<file path="src/hw/rtl/assert_macros.svh">
// Assertion macros for the RTL; the top level includes them.
`ifndef ASSERT_MACROS_SVH
`define ASSERT_MACROS_SVH
`ifndef SYNTHESIS
// Checked property, disabled while reset is high.
`define ASSERT_CHECK(lbl, clk, rst, prop) \
  lbl: assert property (@(posedge clk) disable iff (rst) prop) \
    else $error("assertion failed");
// Checked property that holds through reset as well.
`define ASSERT_ALWAYS(lbl, clk, prop) \
  lbl: assert property (@(posedge clk) prop) \
    else $error("assertion failed");
`else
`define ASSERT_CHECK(lbl, clk, rst, prop)
`define ASSERT_ALWAYS(lbl, clk, prop)
`endif
`endif

</file>
<file path="src/hw/rtl/ous_pkg.sv">
// Shared types and constants of the ordered unique set table.
`timescale 1ns / 1ps
package ous_pkg;

  localparam int CAPACITY_DEF = 64;
  localparam int CODE_W       = 6;
  localparam int POS_W        = 6;
  localparam int IDX_OUT_W    = 6;
  localparam int CNT_OUT_W    = 7;

  typedef enum logic [1:0] {
    OP_INSERT = 2'd0,
    OP_REMOVE = 2'd1,
    OP_LOCATE = 2'd2,
    OP_PICKUP = 2'd3
  } op_t;

  typedef enum logic [1:0] {
    ST_OK      = 2'd0,
    ST_PRESENT = 2'd1,
    ST_MISSING = 2'd2,
    ST_FULL    = 2'd3
  } status_t;

  // Broadcast control from the sequencer to every cell.
  typedef struct packed {
    logic              compare;
    logic              drop;
    logic              append;
    logic [CODE_W-1:0] code;
  } cell_ctrl_t;

endpackage

</file>
<file path="src/hw/rtl/ordered_unique_set_table.sv">
// Top level of the ordered unique set table: sequencer, cell row and result register.
//
//  channel   direction  transfer                signals
//  command   in         start && !busy         operation, value_code, position
//  result    out        done (one cycle)       status, found_index, picked_value, entry_count
//
// Insert, remove and locate: compare at the transfer edge, apply in the next cycle;
// done follows in the cycle after the apply, and a new command is taken in that cycle.
// Pickup on a non-empty set first waits in S_MOD: POS_W remainder steps in the
// bit-serial unit, then the sequencer sees its done and moves to apply.
// Reset clears the count and the sequencer; entry contents are left as they are.
// The receiver cannot stall: each result stands for exactly one cycle.
`timescale 1ns / 1ps
`include "assert_macros.svh"
module ordered_unique_set_table #(
  parameter int CAPACITY = ous_pkg::CAPACITY_DEF
) (
  input  logic                          clk,
  input  logic                          rst,
  input  logic                          start,
  output logic                          busy,
  input  logic [1:0]                    operation,
  input  logic [ous_pkg::CODE_W-1:0]    value_code,
  input  logic [ous_pkg::POS_W-1:0]     position,
  output logic                          done,
  output logic [1:0]                    status,
  output logic [ous_pkg::IDX_OUT_W-1:0] found_index,
  output logic [ous_pkg::CODE_W-1:0]    picked_value,
  output logic [ous_pkg::CNT_OUT_W-1:0] entry_count
);

  localparam int CW = $clog2(CAPACITY + 1);
  localparam int IW = $clog2(CAPACITY);

  typedef enum logic [2:0] {
    S_IDLE  = 3'b001,
    S_MOD   = 3'b010,
    S_APPLY = 3'b100
  } state_t;

  state_t                   state;
  ous_pkg::op_t             op_q;
  logic [ous_pkg::CODE_W-1:0] code_q;
  logic [CW-1:0]            count;
  logic [CW-1:0]            count_next;

  logic                     accept;
  logic                     mod_start;
  logic [CW-1:0]            rem;
  logic                     mod_done;

  ous_pkg::cell_ctrl_t      ctrl;
  logic [ous_pkg::CODE_W-1:0] entry [CAPACITY];
  logic [CAPACITY-1:0]      match;

  logic                     any_hit;
  logic [IW-1:0]            hit_idx;
  logic [IW-1:0]            at;
  logic [ous_pkg::CODE_W-1:0] picked;
  ous_pkg::status_t         status_next;
  logic [ous_pkg::IDX_OUT_W-1:0] index_next;
  logic [ous_pkg::CODE_W-1:0] picked_next;
  logic                     do_drop;
  logic                     do_append;

  assign busy      = (state != S_IDLE);
  assign accept    = start && !busy;
  assign mod_start = accept && (ous_pkg::op_t'(operation) == ous_pkg::OP_PICKUP)
                     && (count != '0);

  ous_mod #(.CW(CW)) u_mod (
    .clk      (clk),
    .rst      (rst),
    .start    (mod_start),
    .dividend (position),
    .divisor  (count),
    .rem      (rem),
    .done     (mod_done)
  );

  // values are distinct, so at most one cell matches: the index is an OR of cell numbers
  always_comb begin
    hit_idx = '0;
    for (int i = 0; i < CAPACITY; i++) begin
      if (match[i]) begin
        hit_idx = hit_idx | IW'(i);
      end
    end
  end

  assign any_hit = |match;
  assign at      = (op_q == ous_pkg::OP_PICKUP) ? IW'(rem) : hit_idx;

  always_comb begin
    picked = '0;
    for (int i = 0; i < CAPACITY; i++) begin
      if (IW'(i) == at) begin
        picked = picked | entry[i];
      end
    end
  end

  always_comb begin
    status_next = ous_pkg::ST_OK;
    index_next  = '0;
    picked_next = '0;
    count_next  = count;
    do_drop     = 1'b0;
    do_append   = 1'b0;
    case (op_q)
      ous_pkg::OP_INSERT: begin
        if (any_hit) begin
          status_next = ous_pkg::ST_PRESENT;
        end else if (count >= CW'(CAPACITY)) begin
          status_next = ous_pkg::ST_FULL;
        end else begin
          index_next = ous_pkg::IDX_OUT_W'(count);
          count_next = count + CW'(1);
          do_append  = 1'b1;
        end
      end
      ous_pkg::OP_REMOVE: begin
        if (!any_hit) begin
          status_next = ous_pkg::ST_MISSING;
        end else begin
          index_next = ous_pkg::IDX_OUT_W'(hit_idx);
          count_next = count - CW'(1);
          do_drop    = 1'b1;
        end
      end
      ous_pkg::OP_LOCATE: begin
        if (!any_hit) begin
          status_next = ous_pkg::ST_MISSING;
        end else begin
          index_next = ous_pkg::IDX_OUT_W'(hit_idx);
        end
      end
      ous_pkg::OP_PICKUP: begin
        if (count == '0) begin
          status_next = ous_pkg::ST_MISSING;
        end else begin
          index_next  = ous_pkg::IDX_OUT_W'(at);
          picked_next = picked;
          count_next  = count - CW'(1);
          do_drop     = 1'b1;
        end
      end
      default: begin
        status_next = ous_pkg::ST_MISSING;
      end
    endcase
  end

  always_comb begin
    ctrl.compare = accept;
    ctrl.drop    = (state == S_APPLY) && do_drop;
    ctrl.append  = (state == S_APPLY) && do_append;
    ctrl.code    = accept ? value_code : code_q;
  end

  for (genvar g = 0; g < CAPACITY; g++) begin : g_cell
    logic [ous_pkg::CODE_W-1:0] upper;
    if (g == CAPACITY - 1) begin : g_last
      assign upper = entry[g];
    end else begin : g_mid
      assign upper = entry[g + 1];
    end
    ous_cell #(.IDX(g), .CW(CW), .IW(IW)) u_cell (
      .clk        (clk),
      .ctrl       (ctrl),
      .count      (count),
      .at         (at),
      .next_entry (upper),
      .entry      (entry[g]),
      .match      (match[g])
    );
  end

  always_ff @(posedge clk) begin
    if (rst) begin
      state <= S_IDLE;
      count <= '0;
      done  <= 1'b0;
    end else begin
      done <= 1'b0;
      case (state)
        S_IDLE: begin
          if (accept) begin
            state <= mod_start ? S_MOD : S_APPLY;
          end
        end
        S_MOD: begin
          if (mod_done) begin
            state <= S_APPLY;
          end
        end
        S_APPLY: begin
          count <= count_next;
          done  <= 1'b1;
          state <= S_IDLE;
        end
        default: begin
          state <= S_IDLE;
        end
      endcase
    end
  end

  always_ff @(posedge clk) begin
    if (accept) begin
      op_q   <= ous_pkg::op_t'(operation);
      code_q <= value_code;
    end
    if (state == S_APPLY) begin
      status       <= status_next;
      found_index  <= index_next;
      picked_value <= picked_next;
      entry_count  <= ous_pkg::CNT_OUT_W'(count_next);
    end
  end

  `ASSERT_CHECK(a_done_after_apply, clk, rst, done |-> $past(state == S_APPLY))
  `ASSERT_CHECK(a_count_bounded, clk, rst, count <= CW'(CAPACITY))
  `ASSERT_CHECK(a_single_match, clk, rst, (state == S_APPLY) |-> $onehot0(match))
  `ASSERT_CHECK(a_mod_only_pickup, clk, rst, (state == S_MOD) |-> (op_q == ous_pkg::OP_PICKUP))
  `ASSERT_CHECK(a_insert_grows, clk, rst,
    ((state == S_APPLY) && do_append) |=> (count == $past(count) + CW'(1)))

endmodule

</file>
<file path="src/hw/rtl/ous_cell.sv">
// One storage cell of the set: holds one entry, compares it, shifts from its neighbour.
`timescale 1ns / 1ps
module ous_cell #(
  parameter int IDX = 0,
  parameter int CW  = $clog2(ous_pkg::CAPACITY_DEF + 1),
  parameter int IW  = $clog2(ous_pkg::CAPACITY_DEF)
) (
  input  logic                       clk,
  input  ous_pkg::cell_ctrl_t        ctrl,
  input  logic [CW-1:0]              count,
  input  logic [IW-1:0]              at,
  input  logic [ous_pkg::CODE_W-1:0] next_entry,
  output logic [ous_pkg::CODE_W-1:0] entry,
  output logic                       match
);

  logic occupied;

  assign occupied = CW'(IDX) < count;

  always_ff @(posedge clk) begin
    if (ctrl.compare) begin
      match <= occupied && (entry == ctrl.code);
    end
    // closing the gap: every cell at or above the dropped place takes its upper neighbour
    if (ctrl.drop && (IW'(IDX) >= at)) begin
      entry <= next_entry;
    end else if (ctrl.append && (CW'(IDX) == count)) begin
      entry <= ctrl.code;
    end
  end

endmodule

</file>
<file path="src/hw/rtl/ous_mod.sv">
// Bit-serial remainder unit: position modulo the current count.
`timescale 1ns / 1ps
module ous_mod #(
  parameter int CW = $clog2(ous_pkg::CAPACITY_DEF + 1)
) (
  input  logic                      clk,
  input  logic                      rst,
  input  logic                      start,
  input  logic [ous_pkg::POS_W-1:0] dividend,
  input  logic [CW-1:0]             divisor,
  output logic [CW-1:0]             rem,
  output logic                      done
);

  localparam int SW = $clog2(ous_pkg::POS_W + 1);

  logic [SW-1:0]             step;
  logic [ous_pkg::POS_W-1:0] num;
  logic [CW:0]               trial;

  assign trial = {rem, num[ous_pkg::POS_W-1]};
  assign done  = (step == '0);

  always_ff @(posedge clk) begin
    if (rst) begin
      step <= '0;
    end else if (start) begin
      step <= SW'(ous_pkg::POS_W);
    end else if (step != '0) begin
      step <= step - SW'(1);
    end
  end

  // restoring step: one dividend bit a cycle, rem stays below divisor
  always_ff @(posedge clk) begin
    if (start) begin
      rem <= '0;
      num <= dividend;
    end else if (step != '0) begin
      if (trial >= {1'b0, divisor}) begin
        rem <= CW'(trial - {1'b0, divisor});
      end else begin
        rem <= CW'(trial);
      end
      num <= num << 1;
    end
  end

endmodule

</file>
<file path="config.mk">
export PLATFORM = sky130hd
export DESIGN_NAME = ordered_unique_set_table
export DESIGN_NICKNAME = d
export VERILOG_FILES = /design/src/hw/rtl/ous_pkg.sv /design/src/hw/rtl/ordered_unique_set_table.sv /design/src/hw/rtl/ous_cell.sv /design/src/hw/rtl/ous_mod.sv
export VERILOG_INCLUDE_DIRS = /design/src /design/src/hw/rtl
export SDC_FILE = /design/constraint.sdc
export NUM_CORES = 1
export LEC_CHECK = 0
export ABC_AREA = 1
export BUFFER_PORTS_ARGS = -buffer_cell sky130_fd_sc_hd__clkbuf_2
export CAP_MARGIN = 20
export CORE_ASPECT_RATIO = 1.75
export CORE_MARGIN = 2
export CORE_UTILIZATION = 30
export DETAILED_ROUTE_END_ITERATION = 7
export PLACE_DENSITY = 0.53
export SLEW_MARGIN = 15
export SYNTH_ARGS = -nofsm -noshare
export SYNTH_HDL_FRONTEND = slang
export SYNTH_SLANG_ARGS = --single-unit
export TNS_END_PERCENT = 1
</file>
<file path="constraint.sdc">
create_clock -name clk -period 4.66 [get_ports clk]
set_clock_uncertainty 0.1 [all_clocks]
set_input_delay 0.233 -clock clk [delete_from_list [all_inputs] [get_ports clk]]
set_output_delay 0.233 -clock clk [all_outputs]
set_load 0.1 [all_outputs]
</file>
; ---- Word level (Yosys, flattened, before mapping)
; Cells that the tools add are included.
[totals]
ff_bits = 504
latchBits = 0
ramBits = 0
mem_bits_ro = 0
in_bits = 17
out_inout_bits = 23
word_cells = 1203
memories = 0
[op_classes]
add_sub_neg = 4
mul = 0
n_div = 0
n_lt_le_gt_ge = 130
n_eq_ne = 200
shift = 0
muxes = 391
bitwise_logic = 64
n_reduce_logical = 274
[op_table]
columns = op, n
row1 = $mux 6, 304
row2 = $eq 6x6->1, 64
row3 = $or 6x6->6, 63
row4 = $eq 6x7->1 const A, 32
row5 = $lt 6x7->1 const A, 32
row6 = $logic_and 1x1->1, 197
row7 = $eq 6x6->1 const A, 32
row8 = $ge 6x6->1 const A, 32
row9 = $reduce_bool 2->1, 66
row10 = $eq 5x7->1 const A, 16
row11 = $lt 5x7->1 const A, 16
row12 = $mux 7, 16
row13 = $eq 5x6->1 const A, 16
row14 = $ge 5x6->1 const A, 16
row15 = $mux 5, 16
row16 = $reduce_or 64->1, 1
row17 = $eq 4x7->1 const A, 8
row18 = $lt 4x7->1 const A, 8
row19 = $mux 3, 17
row20 = $eq 4x6->1 const A, 8
row21 = $ge 4x6->1 const A, 8
row22 = $mux 4, 8
row23 = $eq 3x7->1 const A, 4
row24 = $lt 3x7->1 const A, 4
row25 = 39 further kinds, 79

; ---- Logic depth before layout (Yosys ltp)
[depth]
word_depth = 194
ltp_mapped = 19
mapped_depth_nobuf = 18

; ---- Worst setup path before layout
; OpenSTA, ideal clock, no wires.
[synth_timing]
kind = reg2reg
from = register state[1]
to = register g_cell[34].u_cell.match (data pin)
setup_time_ns = 0.176
arrival_time_ns = 4.817
required_time_ns = 4.384
path_slack_ns = -0.433
path_stages_with_launch = 10
path_buffers = 2
cell_sequence = dfxtp_1 -> inv_1 -> nand3_1 -> nor2_2 -> o21ai_1 -> buf_4 -> buf_2 -> a221oi_1 -> o221ai_1 -> nor4_1
[synth_between]
elab_chain_len = 6
[synth_rtl]
columns = element, line_no
row1 = "start, declared", ordered_unique_set_table.sv:41  ; state_t state;
row2 = "start signal, assigned", ordered_unique_set_table.sv:189  ; state <= mod_start ? S_MOD : S_APPLY;
row3 = $ne 3x1->1, ordered_unique_set_table.sv:66  ; assign busy = (state != S_IDLE);
row4 = named net busy, ordered_unique_set_table.sv:21  ; output logic busy,
row5 = $logic_not 1->1, ordered_unique_set_table.sv:67  ; assign accept = start && !busy;
row6 = $logic_and 1x1->1, ordered_unique_set_table.sv:67
row7 = named net accept, ordered_unique_set_table.sv:47  ; logic accept;
row8 = $mux 6, -
row9 = $eq 6x6->1, ous_cell.sv:23  ; match <= occupied && (entry == ctrl.code);
row10 = $logic_and 1x1->1, ous_cell.sv:23
row11 = "end signal, assigned", ous_cell.sv:23
row12 = "end, declared", ous_cell.sv:14  ; output logic match
; The timed path passes the listed nets, and every way through them passes these cells.
; A chain may end at the register's enable or synchronous reset.

; ---- Worst setup path in the final report
[layout_timing]
from = register g_cell[19].u_cell.match
to = register picked_value[2] (netlist name) (data pin)
[layout_between]
elab_chain_len = 176
[layout_rtl]
columns = element, line_no
row1 = "start, declared", ous_cell.sv:14
row2 = "start signal, assigned", ous_cell.sv:23
row3 = $mux 5 * (13 in series), ordered_unique_set_table.sv:85  ; if (match[i]) begin
row4 = $mux 6 * (32 in series), ordered_unique_set_table.sv:85
row5 = $mux 6 *, ordered_unique_set_table.sv:92  ; assign at = (op_q == ous_pkg::OP_PICKUP) ? IW'(rem) : hit_idx;
row6 = $logic_not 6->1, ordered_unique_set_table.sv:97  ; if (IW'(i) == at) begin
row7 = $mux 6, ordered_unique_set_table.sv:97
row8 = $or 6x6->6, ordered_unique_set_table.sv:98  ; picked = picked | entry[i];
row9 = $mux 6, ordered_unique_set_table.sv:97
row10 = $or 6x6->6, ordered_unique_set_table.sv:98
row11 = [... 117 more ...], -
row12 = $or 6x6->6, ordered_unique_set_table.sv:98
row13 = $mux 6, ordered_unique_set_table.sv:97
row14 = $or 6x6->6, ordered_unique_set_table.sv:98
row15 = $mux 6, ordered_unique_set_table.sv:97
row16 = $or 6x6->6, ordered_unique_set_table.sv:98
row17 = $mux 6 *, ordered_unique_set_table.sv:97
row18 = $mux 6 *, ordered_unique_set_table.sv:139  ; if (count == '0) begin
row19 = $mux 6 *, ordered_unique_set_table.sv:110  ; case (op_q)
row20 = "end signal, assigned", ordered_unique_set_table.sv:217  ; picked_value <= picked_next;
row21 = "end, declared", ordered_unique_set_table.sv:28  ; output logic [ous_pkg::CODE_W-1:0] picked_value,
; Every way passes the cells marked *; elsewhere a longest branch is shown, timed or not. The select of a mux whose other input is x is not followed.

==> results.md <==
| Group | Item | Value |
| --- | --- | --- |
| yosys | Number of standard cells after synthesis | 3946 |
| sta | Unrepaired setup endpoints after global routing | false |
| cells and area | Layout cell share with drive strength beyond 1 | 13.1% |
| setup path | Worst setup slack for register-to-register paths | 70 ps |
| sta | Slew @ Worst Pin | 1230 ps |
| global routing | Wire length of the first global-routing pass | 233000 microns |
| hold path | Endpoint of the worst hold path | g_cell[27].u_cell.entry[5] |
| detailed routing | Total detailed-routing wirelength | 168000 microns |
| sta | Post-layout minimum cycle time | 4590 ps |
| yosys | Average footprint of a synthesized cell | 8.04 sq um |
| setup path | Worst EP arrival | 5030 ps |
| floorplanning | Core Area | 105000 sq um |
| place | Detail Placement HPWL | 128000 microns |
| yosys | Most used flip-flop cell after synthesis | edfxtp_1 |
| clocking | Clock tree from TritonCTS | done |
| clocking | CTS sink count | 504 |
| hold path | Hold Crit Class | in -> reg |
| floorplanning | Cell row count | 157 |
| yosys | Fraction of registers with async set/reset | 0% |
| detailed routing | Initial DRC count | 3307 |
| yosys | Post-Synthesis Net Count | 3985 |
| yosys | Number of enable-type register cells in the synthesized netlist | 477 |
| floorplanning | Die area | 108000 sq um |
| sta | Share of the clock period used by the worst path | 98.4% |
| power | Pwr Density | 404 nW/um^2 |
| global routing | Pin count of the biggest net entering global routing | 76 |
| global routing | Residual overflow from global routing | 0 |
| sta | Final-layout worst hold slack | 12.1 ps |
| cells and area | Final Net Count | 4131 |
| setup path | Launch point of the worst reg-to-reg path | g_cell[19].u_cell.match |
| clocking | Skew-Pair Late Insertion Delay | 690 ps |
| hold path | Min-delay src | value_code[5] |
| detailed routing | Avg WL per Cell | 30.7 microns |
| global routing | Gr usage total | 30.6% |
| clocking | Maximum level of the CTS H-tree | 2 |
| place | Number of I/O port buffers | 39 |
| sta | Total of endpoints with negative setup slack in the final report | 0 |
| setup path | Required time worst endpoint | 5100 ps |
| sta | Final-report hold violation count | 0 |
| sta | Number of pins with negative max-slew slack in the final report | 0 |
| sta | Setup total negative slack | 0 ps |
| detailed routing | Detailed-route vias per instance | 5.74 |
| floorplanning | Number of I/O pins | 40 |
| detailed routing | DRC viols | 0 |
| clocking | Clock Tree Buf Depth | 3 |
| sta | Worst slew margin relative to its limit | 17.0% |
| setup path | Critical path endpoint category | register |
| job | Max capacitance violation total | 0 |
| power | Maximum vdd ir drop | 0.000244 V |
| floorplanning | Die X | 250 microns |
| global routing | Antenna violations before repair | 5 |
| hold path | Number of cells on the worst hold path | 4 |
| yosys | Syn. warnings | 0 |
| yosys | Distinct cell type count after synthesis | 59 |
| cells and area | Area growth syn-to-layout | 16.9% |
| setup path | Critical Path Fanout Max | 11 |
| detailed routing | Count of antenna-violating nets left after detailed routing | 0 |
| yosys | Number of synthesized register bits | 504 |
| power | P_leak | 14.9 nW |
| run status | Run status | finished clean |
| setup path | End of the worst register-to-register path | picked_value[2] |
| setup path | Critical path launch point type | register |
| place | Final RePlAce weighted congestion | 1.06 |
| detailed routing | DRT Pass-1 Iters | 6 |
| clocking | Clock edge transition at the registers on the reported setup and hold paths | 70 ps |
| global routing | Vias in the first global route | 31100 |
| setup path | Worst Reg-to-Reg Cells | 17 |
| yosys | Portion of the post-synthesis area used by sequential elements | 46.9% |
| yosys | Synth Cell Area | 31700 sq um |
| setup path | Critical path start-end classification | reg -> reg |
| clocking | Clock root buffer | clkbuf_16 |
| floorplanning | Initial core utilization | 30.3% |
| clocking | Number of clock buffers inserted by TritonCTS | 52 |
| floorplanning | Die extent in y | 434 microns |
| sta | Fmax | 0.218 GHz |
| detailed routing | Total number of vias | 31500 |
==> layout make-up <==
type / instances / area (sq um)
multi-input cells: 2897 / 14600
repair buffers: 347 / 2960
diodes: 1 / 2.50
fillers: 11000 / 67600
well taps: 1351 / 1690
inverters: 290 / 1100
flip-flops and latches: 504 / 14900
clock inverters: 30 / 404
clock buffers: 65 / 1420
==> layout by cell type, fill, tap and decap left out, types with 20 or more instances in the layout <==
master	Yosys	routed
a21oi_1	141	141
a221oi_1	32	32
buf_12	0	34
buf_4	20	259
clkbuf_16	0	54
clkbuf_2	0	39
dfxtp_1	27	27
edfxtp_1	477	477
ha_1	21	21
inv_1	272	267
nand2_1	929	923
nand3_1	392	392
nand4_1	21	21
nor2_1	417	412
nor2_2	24	26
nor4_1	54	52
o2111ai_1	20	20
o211ai_1	20	20
o21ai_0	385	384
o21ai_1	44	44
o221ai_1	23	23
o22ai_1	106	106
xnor2_1	28	28
xor2_1	95	95
==> state kept, by name, summed over array words and instances, names as in the netlist <==
register and count:
count 7, u_mod.rem 7, op_q 2, g_cell.u_cell.match 64, status 2, found_index 6, done 1, picked_value 6
entry_count 7, u_mod.num 6, state 3, code_q 6, g_cell.u_cell.entry 384, u_mod.step 3
==> where the power goes <==
| group | switching [mW] | internal, mW |
|---|---|---|
| combinational | 3.39 | 1.31 |
| clock | 2.02 | 2.71 |
| sequential | 0.111 | 5.43 |
==> worst max-delay path by stage <==
stage                            startpoint  slack (ps)                          to  cells past startpoint
CTS                 g_cell[19].u_cell.match          60             picked_value[2]                     17
finish              g_cell[19].u_cell.match          70             picked_value[2]                     17
floorplan                          state[1]         410  g_cell[13].u_cell.entry[3]                      9
detailed placement  g_cell[19].u_cell.match        -190             picked_value[2]                     17
global route        g_cell[19].u_cell.match          80             picked_value[2]                     17
global placement    g_cell[42].u_cell.match        -250             picked_value[2]                     16
==> timing repair <==
| item | in CTS | in global routing |
|---|---|---|
| setup buffers | 1 | 0 |
| gates cloned | 1 | 0 |
| hold buffers | 12 | 0 |
| resized for setup | 1 | 6 |
| endpoints found under the setup margin | 3 | 17 |
| pin swaps | 1 | 0 |
| hold endpoints to repair | 15 | 0 |
==> kinds of logic (layout without fill, tap and decap cells) <==
family | after synthesis | count (layout) | synth area share (%)
xor+xnor | 123 | 123 | 3.40
fa+ha+maj | 22 | 22 | 0.892
other cells | 0 | 1 | 0
simple gates | 1902 | 1903 | 25.7
flops | 504 | 504 | 46.9
compound gates | 849 | 849 | 15.8
buf+inv | 546 | 732 | 7.37
==> worst max-delay path: stages (launching register included) <==
cell	delay (ps)
edfxtp_1	440
nor2_2	360
nand2_1	170
nor2_1	260
nand2_1	170
nor2_1	290
nand2_1	110
nand2_2	340
nand2_1	300
nor2_4	370
nand2_1	210
o21ai_0	460
nor2_1	130
nand2_1	350
nor2_1	120
nand2_1	80
nor2_1	50
nor2_1	100
==> stage by stage <==
step	worst slack (ps)	instance area [sq um]	std cells	utilization [%]	total power, mW
floorplan	406	31700	3946	-	8.35
global placement	-248	35000	5372	33.5	10.1
detailed placement	-191	35100	5373	33.5	10.2
CTS	63.5	37000	5482	35.4	14.8
global route	78.8	37100	5485	35.4	15.4
finish	73.4	37100	5485	35.4	15.0
==> cell usage after synthesis (16+ instances only) <==
library cell    n  area (sq um)
nand2_1       929          3490
edfxtp_1      477         14300
nor2_1        417          1570
nand3_1       392          1960
o21ai_0       385          1930
inv_1         272          1020
a21oi_1       141           706
buf_2         125           626
o22ai_1       106           663
xor2_1         95           832
clkbuf_1       88           330
nor4_1         54           338
o21ai_1        44           220
a221oi_1       32           280
xnor2_1        28           245
dfxtp_1        27           541
nor2_2         24           150
o221ai_1       23           201
ha_1           21           263
nand4_1        21           131
buf_4          20           150
o2111ai_1      20           175
o211ai_1       20           150
buf_1          16          60.1
nand2_2        16           100
==> layer usage <==
metal  track usage (%)  vias to the layer above  part of all wire (%)
li1                  -                    14000                     -
met4              31.2                        8                    12
met5                 0                        -                 0.031
met2              54.1                     1749                    49
met3              5.11                      694                   7.0
met1              29.5                    15100                    31
Power figures use the tool's default switching activity.
